===== src/hw/rtl/arcr_pkg.sv =====
`timescale 1ns / 1ps
`default_nettype none
// ----------------------------------------------------------------------------
// arcr_pkg
// Shared types and codes for the address range cache router.
// ----------------------------------------------------------------------------
package arcr_pkg;

  localparam int MAX_RULES_DEF = 16;

  localparam int ADDR_W   = 64;
  localparam int SIZE_W   = 32;
  localparam int IDXIN_W  = 32;
  localparam int BOUND_W  = 32;
  localparam int LAT_W    = 16;
  localparam int RCNT_W   = 5;
  localparam int STAT_W   = 2;
  localparam int CFG_IDX_W = 2;
  localparam int CFG_DAT_W = 16;

  // Item operations
  localparam logic OP_ROUTE = 1'b0;
  localparam logic OP_WRITE = 1'b1;

  // Bound select
  localparam logic SEL_START = 1'b0;
  localparam logic SEL_END   = 1'b1;

  // Write status codes
  localparam logic [STAT_W-1:0] ST_OK     = 2'd0;
  localparam logic [STAT_W-1:0] ST_BADIDX = 2'd1;
  localparam logic [STAT_W-1:0] ST_EMPTY  = 2'd2;

  // Configuration register indexes
  localparam logic [CFG_IDX_W-1:0] CFG_BYPASS_ALL    = 2'd0;
  localparam logic [CFG_IDX_W-1:0] CFG_CACHE_LATENCY = 2'd1;
  localparam logic [CFG_IDX_W-1:0] CFG_RULE_COUNT    = 2'd2;

  // Word travelling down the cell chain
  typedef struct packed {
    logic                    op;
    logic                    sel;
    logic                    kill;    // request can never match
    logic [BOUND_W-1:0]      val;
    logic [ADDR_W-1:0]       addr;
    logic [ADDR_W-1:0]       lim;     // addr + size, valid when kill is low
    logic                    hit;
    logic [STAT_W-1:0]       status;
  } arcr_tok_t;

endpackage
`default_nettype wire


===== src/hw/rtl/arcr_ingress.sv =====
`timescale 1ns / 1ps
`default_nettype none
// ----------------------------------------------------------------------------
// arcr_ingress
// Decodes an input word into a chain word: range limit, no-match and index check.
// ----------------------------------------------------------------------------
module arcr_ingress #(
  parameter int MAX_RULES = arcr_pkg::MAX_RULES_DEF,
  parameter int IDX_W     = (MAX_RULES > 1) ? $clog2(MAX_RULES) : 1,
  parameter int CNT_W     = $clog2(MAX_RULES + 1)
) (
  input  wire logic                         in_operation,
  input  wire logic [arcr_pkg::ADDR_W-1:0]  in_addr,
  input  wire logic [arcr_pkg::SIZE_W-1:0]  in_size,
  input  wire logic [arcr_pkg::IDXIN_W-1:0] in_rule_index,
  input  wire logic                         in_bound_select,
  input  wire logic [arcr_pkg::BOUND_W-1:0] in_bound_value,
  input  wire logic                         bypass_all,
  input  wire logic [arcr_pkg::RCNT_W-1:0]  rule_count,
  output arcr_pkg::arcr_tok_t               tok,
  output logic [IDX_W-1:0]                  idx,
  output logic [CNT_W-1:0]                  act_cnt
);
  import arcr_pkg::*;

  logic [ADDR_W:0] sum;
  logic [31:0]     rc_ext;
  logic [31:0]     act_ext;

  always_comb begin
    rc_ext  = 32'(rule_count);
    act_ext = (rc_ext > 32'(MAX_RULES)) ? 32'(MAX_RULES) : rc_ext;
    act_cnt = CNT_W'(act_ext);

    sum = {1'b0, in_addr} + {{(ADDR_W + 1 - SIZE_W){1'b0}}, in_size};

    tok.op     = in_operation;
    tok.sel    = in_bound_select;
    tok.val    = in_bound_value;
    tok.addr   = in_addr;
    tok.lim    = sum[ADDR_W-1:0];
    tok.hit    = 1'b0;
    tok.kill   = bypass_all || (in_size == '0) || sum[ADDR_W];
    tok.status = ST_OK;
    if (in_operation == OP_WRITE && in_rule_index >= act_ext) begin
      tok.status = ST_BADIDX;
    end
    idx = IDX_W'(in_rule_index);
  end

endmodule
`default_nettype wire


===== config.mk =====
export PLATFORM = sky130hd
export DESIGN_NAME = arcr_ingress
export DESIGN_NICKNAME = d
export VERILOG_FILES = /design/src/hw/rtl/arcr_pkg.sv /design/src/hw/rtl/arcr_ingress.sv
export SDC_FILE = /design/constraint.sdc
export NUM_CORES = 1
export LEC_CHECK = 0
export BUFFER_PORTS_ARGS = -buffer_cell sky130_fd_sc_hd__buf_2
export CAP_MARGIN = 20
export CORE_AREA = 5 5 129 131
export DETAILED_ROUTE_END_ITERATION = 8
export DIE_AREA = 0 0 134 136
export GPL_ROUTABILITY_DRIVEN = 0
export PLACE_DENSITY = 0.6
export RECOVER_POWER = 25
export SKIP_LAST_GASP = 1
export SYNTH_ARGS = -nofsm -noshare
export SYNTH_HDL_FRONTEND = slang
export SYNTH_SLANG_ARGS = --single-unit

===== constraint.sdc =====
create_clock -name vclk -period 3.9
set_clock_uncertainty 0.1 [all_clocks]
set_input_delay 0.585 -clock vclk [all_inputs]
set_output_delay 0.585 -clock vclk [all_outputs]
set_load 0.01 [all_outputs]

==> impl_metrics.toml <==
[setup_path]
worst-endpoint-required_ns = 3.21
worst-setup-path-type = "input pin to output pin"
crit_arrival_ns = 3.05
worst_path_dominant_cell_family = "compound AO/OA/AOI/OAI gates"
cpMaxStageDelayCell = "fa_1"
start_kind = "input pin"
worst_path_largest_cell_delay_ns = 0.41
worstPathCellList = "buf_2, ha_1, fa_1, a21oi_1, o22ai_1, a21oi_2, nand4b_1, a311oi_4, buf_12, o2111ai_1, xnor2_1, buf_2"
cp.buffers_inverters = 3
end_kind = "output pin"
critPathMaxFanout = 16
critPathMostFrequentCell = "buf_2"

[synth]
netlist.top_cell.by_area = "buf_4"
synth.top_cell.area_share_pct = 21.9
syn_area_um2 = 3640
synthCells = 513
synth_common_cells = "buf_4 (106), nand2_1 (43), a21oi_1 (41)"
synthTopCellsByArea = "buf_4 (22%), ha_1 (13%), xnor2_1 (8.7%)"
syn_area_per_cell_um2 = 7.10
yosysWarningCount = 0
synthDistinctLibCells = 57
synth.most_common_cell = "buf_4"
yosysSeqAreaShare_pct = 0

[final_layout]
final_cell_count_no_fill = 883
filler_cell_count = 1759
design.final.nets = 899
layout.sequential_cells = 0
layout_clock_buffer_count = 0
final_core_util_pct = 29.6
area_delta_synth_final_pct = 25.8
n_antenna_cell = 0
layout_cell_share_with_drive_strength_beyond_1_pct = 43.3
sequential_cell_area_um2 = 0

[sta]
rsz0062_at_grt = "yes"
finalHoldViolCount = 0
min_cycle_time_layout_ns = 3.74
max_freq_mhz = 268
layout_worst_path_cycle_share_pct = 95.8
timing.final.setup_violations = 0
max_slew_vio_count = 0
slew-limit-headroom_pct = 60.9
hold-worst-slack_ns = 1.07
worst_slew_pin_slew_ns = 0.586

[clock_tree]
post_cts_resized = 0
cts.hold.buffers_added = 0
post_cts_buffers = 0

[floorplanning]
floorplan.die_area_um2 = 18200
site_rows = 46
floorplan.die.width_um = 134
pin_count = 343
start_util_pct = 23.5
floorplan.core_area_um2 = 15500
die_h_um = 136

[power]
power.share.sequential_pct = 0
worst_ir_drop_vdd_v = 0.0000628
p_clk_share_pct = 0
p_leak_uw = 0.00227
switching_share_pct = 57.6
switching_power_uw = 416
internal_power_uw = 306
comb_power_share_pct = 100.0
power_uw = 722
power_density_nw_per_um2 = 158

[grt]
total_global_routing_track_utilization_pct = 14.3
maximum_number_of_pins_on_one_net_before_global_route_repair = 17
globalRouteOverflowTotal = 0
antenna_found_initial = 0
first_global_vias = 4130
grt_first_pass_wirelength_um = 21500

[routing]
vias_per_cell = 4.94
wl_um = 14700
drt-initial-drc-count = 182
drc_errors = 0
dr_total_vias = 4361
wire_per_inst_um = 16.6
drt-pass1-iter-count = 5
final_antenna_net_count = 0

[placed_design]
port_buffers = 275
placedCellCount = 883
dpl.hpwl_um = 13300

[job]
cap_viol_max_count = 0

[outcome]
run_status = "finished, final reports clean"

[min_path]
timing.hold.worst.class = "input pin to output pin"
==> path summary, 6_finish.rpt <==
path	to	from	cells after the start
max	tok[63]	in_addr[0]	12
min	tok[133]	in_bound_value[2]	0
==> cell type report <==
type,instances,area [um2],share of cell area [%]
inverter,14,52.6,1.15
tap,192,240,5.25
timing repair buffer,298,1550,33.9
multi-input combinational,379,2740,59.8
==> cell families (layout without fill, tap and decap cells) <==
kind of cell,count (synthesis),after routing,share of synthesized area (%)
AO/OA/AOI/OAI,134,134,26.0
other,1,2,0.103
AND/OR/NAND/NOR,145,145,20.9
buffers and inverters,135,312,25.3
XOR/XNOR,60,60,14.4
adder cells (fa/ha/maj),38,38,13.3
==> metal layers <==
layer / vias up / wire length [um] / track usage [%]
met3: 14 / 1140 / 1.33
met4: 0 / 221 / 1.89
met2: 211 / 6920 / 25.1
met1: 2013 / 6380 / 19.5
met5: - / 0 / 0
li1: 2123 / - / -
==> through the flow <==
step	setup WS [ns]	TNS, ns	area (um2)
floorplan	0.526	0	3640
global placement	0.135	0	4580
detailed placement	0.0849	0	4580
CTS	0.0877	0	4580
global route	-0.0345	-0.0639	4580
finish	0.163	0	4580
==> cells in the final DEF, fill, tap and decap left out, types with 3 or more instances in the layout <==
cell / n
nor2b_1: 3
nor4_1: 16
o21ai_0: 16
a21o_1: 14
inv_1: 14
a2111oi_1: 4
a21oi_1: 41
nand4_1: 15
a211oi_1: 6
buf_4: 22
clkbuf_1: 9
o21bai_1: 4
and2_1: 4
buf_2: 266
and3_1: 7
xor2_1: 24
o2111ai_1: 6
xnor2_1: 36
nand2b_1: 4
nand3_1: 10
and4_1: 6
nand2_1: 43
o21ai_1: 6
o211ai_1: 10
nor3_1: 6
nor2_1: 24
ha_1: 37
==> power groups by stage <==
stage | sequential [uW] | clock (uW) | combinational [uW]
final | 0 | 0 | 722
after global routing | 0 | 0 | 793
after CTS | 0 | 0 | 728
after detailed placement | 0 | 0 | 724
after global placement | 0 | 0 | 725
after floorplan | 0 | 0 | 472
No activity file was read; power rests on OpenSTA's default activity.
