**src/hw/rtl/arcr_pkg.sv**
```systemverilog
`timescale 1ns / 1ps
`default_nettype none
// ----------------------------------------------------------------------------
// arcr_pkg
// Shared types and codes for the address range cache router.
// ----------------------------------------------------------------------------
package arcr_pkg;

  localparam int MAX_RULES_DEF = 16;

  localparam int ADDR_W   = 64;
  localparam int SIZE_W   = 32;
  localparam int IDXIN_W  = 32;
  localparam int BOUND_W  = 32;
  localparam int LAT_W    = 16;
  localparam int RCNT_W   = 5;
  localparam int STAT_W   = 2;
  localparam int CFG_IDX_W = 2;
  localparam int CFG_DAT_W = 16;

  // Item operations
  localparam logic OP_ROUTE = 1'b0;
  localparam logic OP_WRITE = 1'b1;

  // Bound select
  localparam logic SEL_START = 1'b0;
  localparam logic SEL_END   = 1'b1;

  // Write status codes
  localparam logic [STAT_W-1:0] ST_OK     = 2'd0;
  localparam logic [STAT_W-1:0] ST_BADIDX = 2'd1;
  localparam logic [STAT_W-1:0] ST_EMPTY  = 2'd2;

  // Configuration register indexes
  localparam logic [CFG_IDX_W-1:0] CFG_BYPASS_ALL    = 2'd0;
  localparam logic [CFG_IDX_W-1:0] CFG_CACHE_LATENCY = 2'd1;
  localparam logic [CFG_IDX_W-1:0] CFG_RULE_COUNT    = 2'd2;

  // Word travelling down the cell chain
  typedef struct packed {
    logic                    op;
    logic                    sel;
    logic                    kill;    // request can never match
    logic [BOUND_W-1:0]      val;
    logic [ADDR_W-1:0]       addr;
    logic [ADDR_W-1:0]       lim;     // addr + size, valid when kill is low
    logic                    hit;
    logic [STAT_W-1:0]       status;
  } arcr_tok_t;

endpackage
`default_nettype wire

```
**src/hw/rtl/arcr_cell.sv**
```systemverilog
`timescale 1ns / 1ps
`default_nettype none
// ----------------------------------------------------------------------------
// arcr_cell
// One rule slot: holds its interval, tests it or rewrites it, passes the word on.
// ----------------------------------------------------------------------------
module arcr_cell #(
  parameter int CELL_ID = 0,
  parameter int IDX_W   = 4
) (
  input  wire logic                clk,
  input  wire logic                rst_n,
  input  wire logic                adv,
  input  wire logic                active,
  input  wire logic                vld_i,
  input  wire arcr_pkg::arcr_tok_t tok_i,
  input  wire logic [IDX_W-1:0]    idx_i,
  output logic                     vld_o,
  output arcr_pkg::arcr_tok_t      tok_o,
  output logic [IDX_W-1:0]         idx_o
);
  import arcr_pkg::*;

  logic [BOUND_W-1:0] start_r, start_nxt;
  logic [BOUND_W-1:0] end_r, end_nxt;
  logic               vld_r;
  arcr_tok_t          tok_r, tok_nxt;
  logic [IDX_W-1:0]   idx_r;
  logic [BOUND_W-1:0] new_s, new_e;
  logic               hit_here;

  always_comb begin
    hit_here = active && (start_r < end_r)
               && ({{(ADDR_W - BOUND_W){1'b0}}, start_r} < tok_i.lim)
               && ({{(ADDR_W - BOUND_W){1'b0}}, end_r} > tok_i.addr)
               && !tok_i.kill && (tok_i.op == OP_ROUTE);

    new_s = (tok_i.sel == SEL_START) ? tok_i.val : start_r;
    new_e = (tok_i.sel == SEL_END)   ? tok_i.val : end_r;

    tok_nxt     = tok_i;
    tok_nxt.hit = tok_i.hit | hit_here;
    start_nxt   = start_r;
    end_nxt     = end_r;
    if (vld_i && tok_i.op == OP_WRITE && tok_i.status == ST_OK
        && idx_i == IDX_W'(CELL_ID)) begin
      if (new_s >= new_e) begin
        tok_nxt.status = ST_EMPTY;
      end else begin
        start_nxt = new_s;
        end_nxt   = new_e;
      end
    end
  end

  always_ff @(posedge clk) begin
    if (!rst_n) begin
      vld_r   <= 1'b0;
      start_r <= '0;
      end_r   <= '0;
    end else if (adv) begin
      vld_r   <= vld_i;
      start_r <= start_nxt;
      end_r   <= end_nxt;
    end
  end

  always_ff @(posedge clk) begin
    if (adv) begin
      tok_r <= tok_nxt;
      idx_r <= idx_i;
    end
  end

  assign vld_o = vld_r;
  assign tok_o = tok_r;
  assign idx_o = idx_r;

endmodule
`default_nettype wire

```
**config.mk**
```make
export PLATFORM = sky130hd
export DESIGN_NAME = arcr_cell
export DESIGN_NICKNAME = d
export VERILOG_FILES = /design/src/hw/rtl/arcr_pkg.sv /design/src/hw/rtl/arcr_cell.sv
export SDC_FILE = /design/constraint.sdc
export NUM_CORES = 1
export LEC_CHECK = 0
export BUFFER_PORTS_ARGS = -buffer_cell sky130_fd_sc_hd__buf_2
export CELL_PAD_IN_SITES_DETAIL_PLACEMENT = 0
export CELL_PAD_IN_SITES_GLOBAL_PLACEMENT = 1
export CORE_ASPECT_RATIO = 0.6
export CORE_MARGIN = 5
export CORE_UTILIZATION = 40
export CTS_BUF_LIST = sky130_fd_sc_hd__clkbuf_2
export CTS_CLUSTER_SIZE = 25
export DETAILED_ROUTE_END_ITERATION = 16
export PLACE_DENSITY_LB_ADDON = 0.3
export SETUP_SLACK_MARGIN = 0.5
export SYNTH_ARGS = -nofsm -noshare
export SYNTH_HDL_FRONTEND = slang
export SYNTH_SLANG_ARGS = --single-unit
```
**constraint.sdc**
```tcl
create_clock -name clk -period 4.4 [get_ports clk]
set_input_delay 0.66 -clock clk [delete_from_list [all_inputs] [get_ports clk]]
set_output_delay 0.66 -clock clk [all_outputs]
set_load 0.05 [all_outputs]
```
==> out/results.ini, run 1 <==
[yosys]
post_synth_num_cell_types=48
mappedNetlistArea_um2=11400
synth_area_per_cell_um2=12.1
synthCells=940
post_syn_nets=1241
primary_ff_master_synth=sky130_fd_sc_hd__edfxtp_1
post_synthesis_sequential_area_ratio_pct=56.4
synth-seq-cells=235
synth_edf_count=170
synth.yosys.warnings=0
asyncSetResetFlopFracSynth_pct=0

[finish]
syn_to_final_growth_pct=38.2
final-seq-area_um2=6410
antenna_cells_inserted=0
layout.cells.most_common=sky130_fd_sc_hd__buf_2
layout_common_cells=sky130_fd_sc_hd__buf_2, sky130_fd_sc_hd__edfxtp_1, sky130_fd_sc_hd__dlygate4sd3_1
fin_util_pct=56.5
area_occupied_by_multi_input_gates_um2=4430
fillerInstances=2423
final_nets=1790
drive_above_1_share_pct=31.4

[floorplanning]
die_width_um=227
floorplan.io_pins=346
die_h_um=140
core_area_um2=27800
floorplan.die_area_um2=32000
cell_rows=47
start_util_pct=40.9

[power_and_ir_drop]
p_per_area_nw_per_um2=323
static-leakage-power_uw=0.00746
power.total_uw=5070
ir_worst_vdd_mv=0.190

[route]
drt_pass1_iterations=4
drt.antenna.violating_nets=0
drt-total-wl_mm=34.1
num_vias=9342
drc=0
initialDrtViolationCount=509
avgRoutedWirePerCell_um=17.9
avgViaCountPerCell=4.91

[worst_setup_path]
cp.arrival_ns=3.88
end_of_the_worst_register_to_register_path=tok_o[2]$_DFFE_PP_
reg2reg_depth=7
crit_fanout=3
crit_slowest_cell=sky130_fd_sc_hd__nor4_1
criticalPathCategory=primary input to flip-flop
r2r_start=end_r[9]$_SDFFE_PN0P_
worst_path_largest_cell_delay_ns=0.71
crit_path_end_kind=flip-flop
timing.critical_path.required_ns=5.13
crit_path_launch_type=primary input
reg2reg_slack_ns=1.35
cp_cell_sequence=dlygate4sd3_1 > buf_2 > inv_1 > ha_1 > nand4_1 > nor4_1 > a21boi_0 > o21ai_0 > o2bb2ai_1 > a211oi_1

[global_route]
overflow_after_grt=0
gr-usage-met2_pct=30.9
largest_net_degree_at_the_start_of_global_routing=87
antenna_found_initial=1
grt_util_met1_pct=29.0
gr-max-usage-layer=met2
number_of_global_route_vias_before_repair=9377
grt_util_met3_pct=5.92
grt_pass1_wl_mm=51.8
grt_usage_pct=20.5

[worst_hold_path]
min-delay-path-class=primary input to flip-flop
number_of_cells_on_the_worst_hold_path=1
worstHoldEndpoint=tok_o[123]$_DFFE_PP_
worstHoldStart=adv

[clocking]
cts.sinks=235
worst_skew_pair.late_latency_ns=0.92
cts_made_buffers=58
max-clock-path-buffers=3
clock_pin_slew_on_the_worst_setup_and_hold_paths_ns=0.13
cts_tree=built
htreeDepth=2
clk_root_buffer_cell=sky130_fd_sc_hd__clkbuf_2

[place]
dp_slack_ns=0.519
gp_routability_congestion=0.801
port_buffers=345
place_hpwl_mm=24.5

[outcome]
result_of_the_run=complete, no violations

[timing]
min_period_over_period_pct=71.6
holdWs_ns=0.168
number_of_max_slew_violations_in_the_final_report=0
final.min_clock_period_ns=3.15
timing.clock.skew_ns=0.0605
final-setup-viol-count=0
slew_headroom_pct=36.3
setup_repair_after_global_routing_missed_its_margin=no
fmaxAchievable_mhz=317
finalHoldViolCount=0
max_slew.worst_pin.slew_ns=0.955
total_negative_slack_for_setup_checks_ns=0
fin_ws_ns=1.25

[run]
maxcap_viol_count=0

==> synth_stat cells (18+ instances only) <==
cell type / number / share of area (%)
sky130_fd_sc_hd__nor4_1: 21 / 1.2
sky130_fd_sc_hd__nand2_1: 95 / 3.1
sky130_fd_sc_hd__mux2i_1: 34 / 3.0
sky130_fd_sc_hd__dfxtp_1: 65 / 11
sky130_fd_sc_hd__nand4_1: 18 / 0.99
sky130_fd_sc_hd__o21ai_0: 27 / 1.2
sky130_fd_sc_hd__a21oi_1: 44 / 1.9
sky130_fd_sc_hd__clkbuf_1: 20 / 0.66
sky130_fd_sc_hd__edfxtp_1: 170 / 45
sky130_fd_sc_hd__mux2_2: 31 / 3.1
sky130_fd_sc_hd__o21ai_1: 29 / 1.3
sky130_fd_sc_hd__o211a_1: 31 / 2.7
sky130_fd_sc_hd__nand3_1: 37 / 1.6
sky130_fd_sc_hd__ha_1: 126 / 14
sky130_fd_sc_hd__inv_1: 99 / 3.3
==> metal layers <==
metal	routed length (um)	vias to the layer above
met2	15100	252
met1	16100	4410
li1	-	4624
met3	2270	54
met5	13	-
met4	661	2
==> area by class of cell <==
class,count,share of cell area (%)
clock buffer,92,2.93
timing repair buffer,522,22.3
multi-input combinational,573,28.2
inverter,99,2.37
sequential,235,40.8
tap,367,2.93
clock inverter,16,0.431
==> critical path, delay by kind of cell <==
kind | cells | cell delay, ns
buf+inv | 3 | 0.74
simple gates | 2 | 1.01
fa+ha+maj | 1 | 0.31
compound gates | 4 | 1.17
==> flip-flops by register name, indices dropped and copies added (netlist names) <==
| signal | count |
|---|---|
| idx_o | 4 |
| vld_o | 1 |
| start_r | 32 |
| end_r | 32 |
| tok_o | 166 |
==> metrics by stage <==
step / std cells / area, um^2
2_1_floorplan: 940 / 11400
3_3_place_gp: 1627 / 13500
6_report: 1904 / 15700
4_1_cts: 1904 / 15700
5_1_grt: 1904 / 15700
3_5_place_dp: 1627 / 13500
==> power by group <==
part | leakage [uW] | internal [uW] | switching (uW) | total [uW]
combinational | 0.00486 | 320 | 727 | 1050
clock | 0.000416 | 554 | 929 | 1480
sequential | 0.00219 | 2510 | 31.9 | 2540
==> logic make-up (layout without fill, tap and decap cells) <==
logic type / after synthesis / in the layout / share of synthesized area, %
AO/OA/AOI/OAI: 168 / 168 / 9.80
multiplexers: 65 / 65 / 6.07
AND/OR/NAND/NOR: 214 / 214 / 9.24
buffers and inverters: 132 / 729 / 4.56
adder cells (fa/ha/maj): 126 / 126 / 13.9
flip-flops: 235 / 235 / 56.4
==> what timing repair did <==
item | CTS | global route
hold endpoints to repair | 170 | 0
hold buffers | 169 | 0
gates resized for setup | 0 | 0
setup buffers | 0 | 0
==> worst max path at each step <==
| stage | from | to | slack, ns | depth (start not counted) |
|---|---|---|---|---|
| floorplan | tok_i[164] | end_r[0]$_SDFFE_PN0P_ | 0.63 | 13 |
| global route | end_r[0]$_SDFFE_PN0P_ | end_r[0]$_SDFFE_PN0P_ | 1.25 | 11 |
| detailed placement | tok_i[164] | end_r[0]$_SDFFE_PN0P_ | 0.52 | 12 |
| global placement | tok_i[164] | end_r[0]$_SDFFE_PN0P_ | 0.59 | 12 |
| finish | tok_i[81] | tok_o[2]$_DFFE_PP_ | 1.25 | 10 |
| CTS | end_r[9]$_SDFFE_PN0P_ | tok_o[2]$_DFFE_PP_ | 1.42 | 7 |
Power figures use the tool's default switching activity.
==> inputs of run 2 (changes only) <==
Settings changed: CORE_UTILIZATION 40 to 38.
Clock period 4.4 ns to 2.6 ns, I/O delays scaled along.
==> out/results.ini, run 2 (same netlist as run 1, synthesis figures left out) <==
[route]
avgViaCountPerCell=4.78  ; -2.7%
drc=0  ; unchanged
num_vias=9885  ; +5.8%
drt_pass1_iterations=4  ; unchanged
drt.antenna.violating_nets=0  ; unchanged
initialDrtViolationCount=500  ; -1.8%
avgRoutedWirePerCell_um=18.0  ; +0.36%
drt-total-wl_mm=37.2  ; +9.1%

[finish]
layout_common_cells=sky130_fd_sc_hd__buf_2, sky130_fd_sc_hd__dlygate4sd3_1, sky130_fd_sc_hd__edfxtp_1
fin_util_pct=59.0  ; +2.5 points
drive_above_1_share_pct=41.0  ; +9.6 points
layout.cells.most_common=sky130_fd_sc_hd__buf_2
largest_reg_flops=166  ; unchanged
syn_to_final_growth_pct=54.2
stdcell_area_um2=17500  ; +12%
final_nets=1914  ; +6.9%

[floorplanning]
die_width_um=233  ; +2.5%
start_util_pct=38.3  ; -2.6 points
floorplan.io_pins=346  ; unchanged
core_area_um2=29700  ; +6.9%
die_h_um=144  ; +2.4%
floorplan.die_area_um2=33500  ; +5.0%
cell_rows=49  ; +4.3%

[worst_setup_path]
cp.arrival_ns=3.49  ; -0.39 ns
crit_slowest_cell=sky130_fd_sc_hd__dfxtp_2
crit_path_end_kind=flip-flop
end_of_the_worst_register_to_register_path=end_r[29]$_SDFFE_PN0P_
worst_path_largest_cell_delay_ns=0.34  ; -0.37 ns
criticalPathCategory=flip-flop to flip-flop
reg2reg_depth=11  ; +4
cp_cell_sequence=mux2_2 > ha_1 > and4_1 > a221oi_2 > buf_4 > o211ai_1 > nor3_4 > buf_6 > buf_12 > clkbuf_16 > o211a_1
r2r_start=start_r[20]$_SDFFE_PN0P_
reg2reg_slack_ns=-0.07  ; -1.42 ns
crit_fanout=6  ; +3
timing.critical_path.required_ns=3.42  ; -1.71 ns
crit_path_launch_type=flip-flop

[place]
gp_routability_congestion=0.824  ; +2.8%
dp_slack_ns=-0.633  ; -1.15 ns
place_hpwl_mm=25.6  ; +4.2%
port_buffers=345  ; unchanged
total_placed_instance_area_um2=14400  ; +6.9%

[clocking]
htreeDepth=2  ; unchanged
cts_tree=built
clock_pin_slew_on_the_worst_setup_and_hold_paths_ns=0.13  ; about the same
clk_root_buffer_cell=sky130_fd_sc_hd__clkbuf_2
cts.sinks=235  ; unchanged
max-clock-path-buffers=3  ; unchanged
cts_made_buffers=56  ; -3.4%
worst_skew_pair.late_latency_ns=0.91  ; about the same

[worst_hold_path]
worstHoldEndpoint=tok_o[164]$_DFFE_PP_
number_of_cells_on_the_worst_hold_path=2  ; +1
min-delay-path-class=primary input to flip-flop
worstHoldStart=tok_i[164]

[timing]
min_period_over_period_pct=103
number_of_max_slew_violations_in_the_final_report=0  ; unchanged
finalHoldViolCount=0  ; unchanged
max_slew.worst_pin.slew_ns=0.855  ; -0.100 ns
final-setup-viol-count=33  ; +33
holdWs_ns=0.101  ; -0.0667 ns
timing.clock.skew_ns=0.0425  ; -0.0180 ns
slew_headroom_pct=43.0  ; +6.7 points
setup_repair_after_global_routing_missed_its_margin=yes
fin_ws_ns=-0.0656  ; -1.32 ns
fmaxAchievable_mhz=375
final.min_clock_period_ns=2.67

[global_route]
largest_net_degree_at_the_start_of_global_routing=111  ; +28%
antenna_found_initial=0  ; -1
grt_usage_pct=20.7  ; +0.19 points
overflow_after_grt=0  ; unchanged
grt_pass1_wl_mm=54.2  ; +4.6%
number_of_global_route_vias_before_repair=9752  ; +4.0%

[power_and_ir_drop]
static-leakage-power_uw=0.00824  ; +10%
ir_worst_vdd_mv=0.400  ; +110%
p_per_area_nw_per_um2=498  ; +54%
power.total_uw=8720  ; +72%

[outcome]
violations=negative setup slack
result_of_the_run=complete, but fails checks

[run]
maxcap_viol_count=0  ; unchanged

-- run 2: changes by cell type in the layout (fill, tap and decap cells not counted), sizes merged --
| cell | before | now |
|---|---|---|
| clkinv | 14 | 17 |
| clkinvlp | 1 | 0 |
| inv | 100 | 101 |
| buf | 353 | 459 |
| clkbuf | 92 | 93 |
| dlygate4sd3 | 169 | 182 |
| diode | 0 | 2 |
-- run 2: what timing repair did --
item,4_1_cts,5_1_grt
pin swaps,18,29
setup buffers,4,1
hold endpoints to repair,229,3
resized for setup,65,54
cloned,3,7
setup endpoints to repair,66,67
hold buffers,181,1
-- run 2: layer usage --
layer,GRT usage (%),wire (um)
met1,30.0,17400
met2,30.9,16500
met3,5.65,2730
met4,5.34,622
met5,0,0
-- run 2: power by group --
part | internal, uW | switching [uW]
clock network | 882 | 1600
logic | 647 | 1290
registers | 4250 | 55.8
total | 5780 | 2950
-- run 2: area by class of cell --
type	count	area [um^2]
antenna	2	5.00
clock buffer	86	430
clock inverter	19	72.6
fill	2530	12200
inverter	99	372
multi-input combinational	573	4930
sequential	235	6420
tap	408	510
timing repair buffer	648	4770
-- run 2: worst max path at each step --
stage	startpoint	end	cells after the start
2_1_floorplan	tok_i[164]	end_r[0]$_SDFFE_PN0P_	12
3_3_place_gp	tok_i[164]	start_r[0]$_SDFFE_PN0P_	13
3_5_place_dp	tok_i[164]	end_r[27]$_SDFFE_PN0P_	12
4_1_cts	end_r[31]$_SDFFE_PN0P_	tok_o[2]$_DFFE_PP_	10
5_1_grt	start_r[17]$_SDFFE_PN0P_	start_r[2]$_SDFFE_PN0P_	13
6_report	start_r[20]$_SDFFE_PN0P_	end_r[29]$_SDFFE_PN0P_	11
-- run 2: critical path: cells and delay by family (launching register included) --
kind	cells	cell delay (ns)
buf+inv	4	0.63
fa+ha+maj	1	0.29
mux	1	0.29
simple gates	2	0.49
compound gates	3	0.55
flops	1	0.34
-- run 2: stage by stage --
| stage | instances | setup TNS [ns] |
|---|---|---|
| after floorplan | 940 | -12.16 |
| after global placement | 1766 | -33.95 |
| after detailed placement | 1766 | -37.92 |
| after CTS | 2059 | 0 |
| after global routing | 2068 | -5.57 |
| final | 2070 | -0.886 |
==> inputs of run 3 (changes only) <==
--- a/config.mk
+++ b/config.mk
@@ -11,6 +11,5 @@
 export CORE_ASPECT_RATIO = 0.6
 export CORE_MARGIN = 5
-export CORE_UTILIZATION = 38
-export CTS_BUF_LIST = sky130_fd_sc_hd__clkbuf_2
+export CORE_UTILIZATION = 36
 export CTS_CLUSTER_SIZE = 25
 export DETAILED_ROUTE_END_ITERATION = 16
==> constraint.sdc (replaced) <==
create_clock -name clk -period 2.6 [get_ports clk]
set_input_delay 0.52 -clock clk [delete_from_list [all_inputs] [get_ports clk]]
set_output_delay 0.52 -clock clk [all_outputs]
set_load 0.05 [all_outputs]
==> out/results.ini, run 3 (same netlist as run 1, synthesis figures left out) <==
[outcome]
result_of_the_run=complete, but fails checks
violations=negative setup slack

[timing]
total_negative_slack_for_setup_checks_ns=-0.101  ; +0.785 ns
fmaxAchievable_mhz=380  ; +1.2%
holdWs_ns=0.169  ; +0.0670 ns
max_slew.worst_pin.slew_ns=0.824  ; -0.0311 ns
finalHoldViolCount=0  ; unchanged
fin_ws_ns=-0.0341  ; +0.0315 ns
number_of_max_slew_violations_in_the_final_report=0  ; unchanged
timing.clock.skew_ns=0.0130  ; -0.0295 ns
slew_headroom_pct=45.1  ; +2.1 points
min_period_over_period_pct=101  ; -1.2 points
setup_repair_after_global_routing_missed_its_margin=yes
final.min_clock_period_ns=2.63  ; -0.0315 ns
final-setup-viol-count=10  ; -70%

[route]
drc=0  ; unchanged
drt_pass1_iterations=4  ; unchanged
drt.antenna.violating_nets=0  ; unchanged
initialDrtViolationCount=455  ; -9.0%
avgRoutedWirePerCell_um=18.5  ; +3.0%
drt-total-wl_mm=34.7  ; -6.8%
num_vias=9061  ; -8.3%
avgViaCountPerCell=4.84  ; +1.3%

[global_route]
overflow_after_grt=0  ; unchanged
largest_net_degree_at_the_start_of_global_routing=112  ; +0.90%
number_of_global_route_vias_before_repair=8799  ; -9.8%
antenna_found_initial=3  ; +3
grt_usage_pct=18.3  ; -2.4 points
grt_pass1_wl_mm=50.9  ; -6.0%

[finish]
layout.cells.most_common=sky130_fd_sc_hd__buf_2
antenna_cells_inserted=0  ; -2
drive_above_1_share_pct=46.8  ; +5.8 points
final_nets=1738  ; -9.2%
largest_reg_flops=166  ; unchanged
layout_common_cells=sky130_fd_sc_hd__buf_2, sky130_fd_sc_hd__edfxtp_1, sky130_fd_sc_hd__buf_4
syn_to_final_growth_pct=46.4

[power_and_ir_drop]
ir_worst_vdd_mv=0.490  ; +22%
static-leakage-power_uw=0.00778  ; -5.6%
power.total_uw=9950  ; +14%
p_per_area_nw_per_um2=599  ; +20%

[clocking]
cts_made_buffers=26  ; -54%
clk_root_buffer_cell=sky130_fd_sc_hd__clkbuf_16
max-clock-path-buffers=3  ; unchanged
htreeDepth=1  ; -1
worst_skew_pair.late_latency_ns=0.54  ; -0.37 ns
cts_tree=built
cts.sinks=235  ; unchanged
clock_pin_slew_on_the_worst_setup_and_hold_paths_ns=0.07  ; -0.06 ns

[floorplanning]
cell_rows=50  ; +2.0%
die_width_um=239  ; +2.6%
die_h_um=148  ; +2.6%
floorplan.io_pins=346  ; unchanged
core_area_um2=31200  ; +5.0%
start_util_pct=36.4  ; -1.8 points
floorplan.die_area_um2=35300  ; +5.2%

[worst_hold_path]
min-delay-path-class=primary input to flip-flop

[place]
gp_routability_congestion=0.812  ; -1.4%
place_hpwl_mm=26.2  ; +2.5%
dp_slack_ns=-0.821  ; -0.188 ns
port_buffers=345  ; unchanged

[run]
maxcap_viol_count=0  ; unchanged

[worst_setup_path]
cp.arrival_ns=3.10  ; -0.39 ns
crit_path_end_kind=flip-flop
criticalPathCategory=primary input to flip-flop
crit_path_launch_type=primary input
timing.critical_path.required_ns=3.06  ; -0.36 ns
crit_fanout=9  ; +3

==> run 3: layout make-up <==
| type | count | area (um^2) |
|---|---|---|
| Timing Repair Buffer | 502 | 3270 |
| Inverter | 99 | 372 |
| Clock inverter | 14 | 155 |
| Multi-Input combinational cell | 573 | 5150 |
| Fill cell | 2752 | 14500 |
| Tap cell | 416 | 520 |
| Sequential cell | 235 | 6420 |
| Clock buffer | 34 | 732 |
==> run 3: worst max-delay path, stage by stage <==
cell and delay (ns):
sky130_fd_sc_hd__bufbuf_16 0.26, sky130_fd_sc_hd__buf_4 0.13, sky130_fd_sc_hd__mux2i_4 0.25, sky130_fd_sc_hd__ha_4 0.24
sky130_fd_sc_hd__and4_4 0.19, sky130_fd_sc_hd__a221oi_4 0.30, sky130_fd_sc_hd__buf_4 0.15, sky130_fd_sc_hd__o211ai_1 0.15
sky130_fd_sc_hd__nor3_4 0.30, sky130_fd_sc_hd__buf_6 0.21, sky130_fd_sc_hd__clkbuf_16 0.17, sky130_fd_sc_hd__nand3_2 0.08
sky130_fd_sc_hd__o21ai_1 0.13
==> run 3: timing repair <==
item,4_1_cts,5_1_grt
setup endpoints to repair,66,66
buffers inserted,7,8
gates cloned,4,6
gates resized for setup,52,103
pin swaps,19,31
hold buffers,0,0
==> run 3: path summary, 6_finish.rpt <==
kind	from	endpoint	slack, ns	depth (start not counted)
setup / recovery	tok_i[164]	start_r[15]$_SDFFE_PN0P_	-0.03	13
hold / removal	tok_i[87]	tok_o[87]$_DFFE_PP_	0.17	1
setup reg to reg	start_r[22]$_SDFFE_PN0P_	start_r[15]$_SDFFE_PN0P_	-0.01	11
hold reg to reg	start_r[26]$_SDFFE_PN0P_	start_r[26]$_SDFFE_PN0P_	0.50	2
==> run 3: report_power, final <==
part / switching [uW] / internal, uW / total [uW]
clock: 1550 / 2280 / 3830
combinational: 1270 / 545 / 1810
sequential: 50.1 / 4260 / 4310
total: 2870 / 7080 / 9950
==> run 3: layer usage <==
layer  share of wire, %  global-route usage, %
met1                 49                   27.7
met2                 43                   27.2
met3                6.6                   4.44
met4                1.4                   2.94
met5               0.16                      0
==> run 3: metrics by stage <==
step / instances / utilization, % / instance area [um^2]
after floorplan: 940 / - / 11600
after global placement: 1800 / 47.0 / 14600
after detailed placement: 1800 / 47.0 / 14600
after CTS: 1859 / 51.2 / 16000
after global routing: 1873 / 53.4 / 16600
final: 1873 / 53.4 / 16600
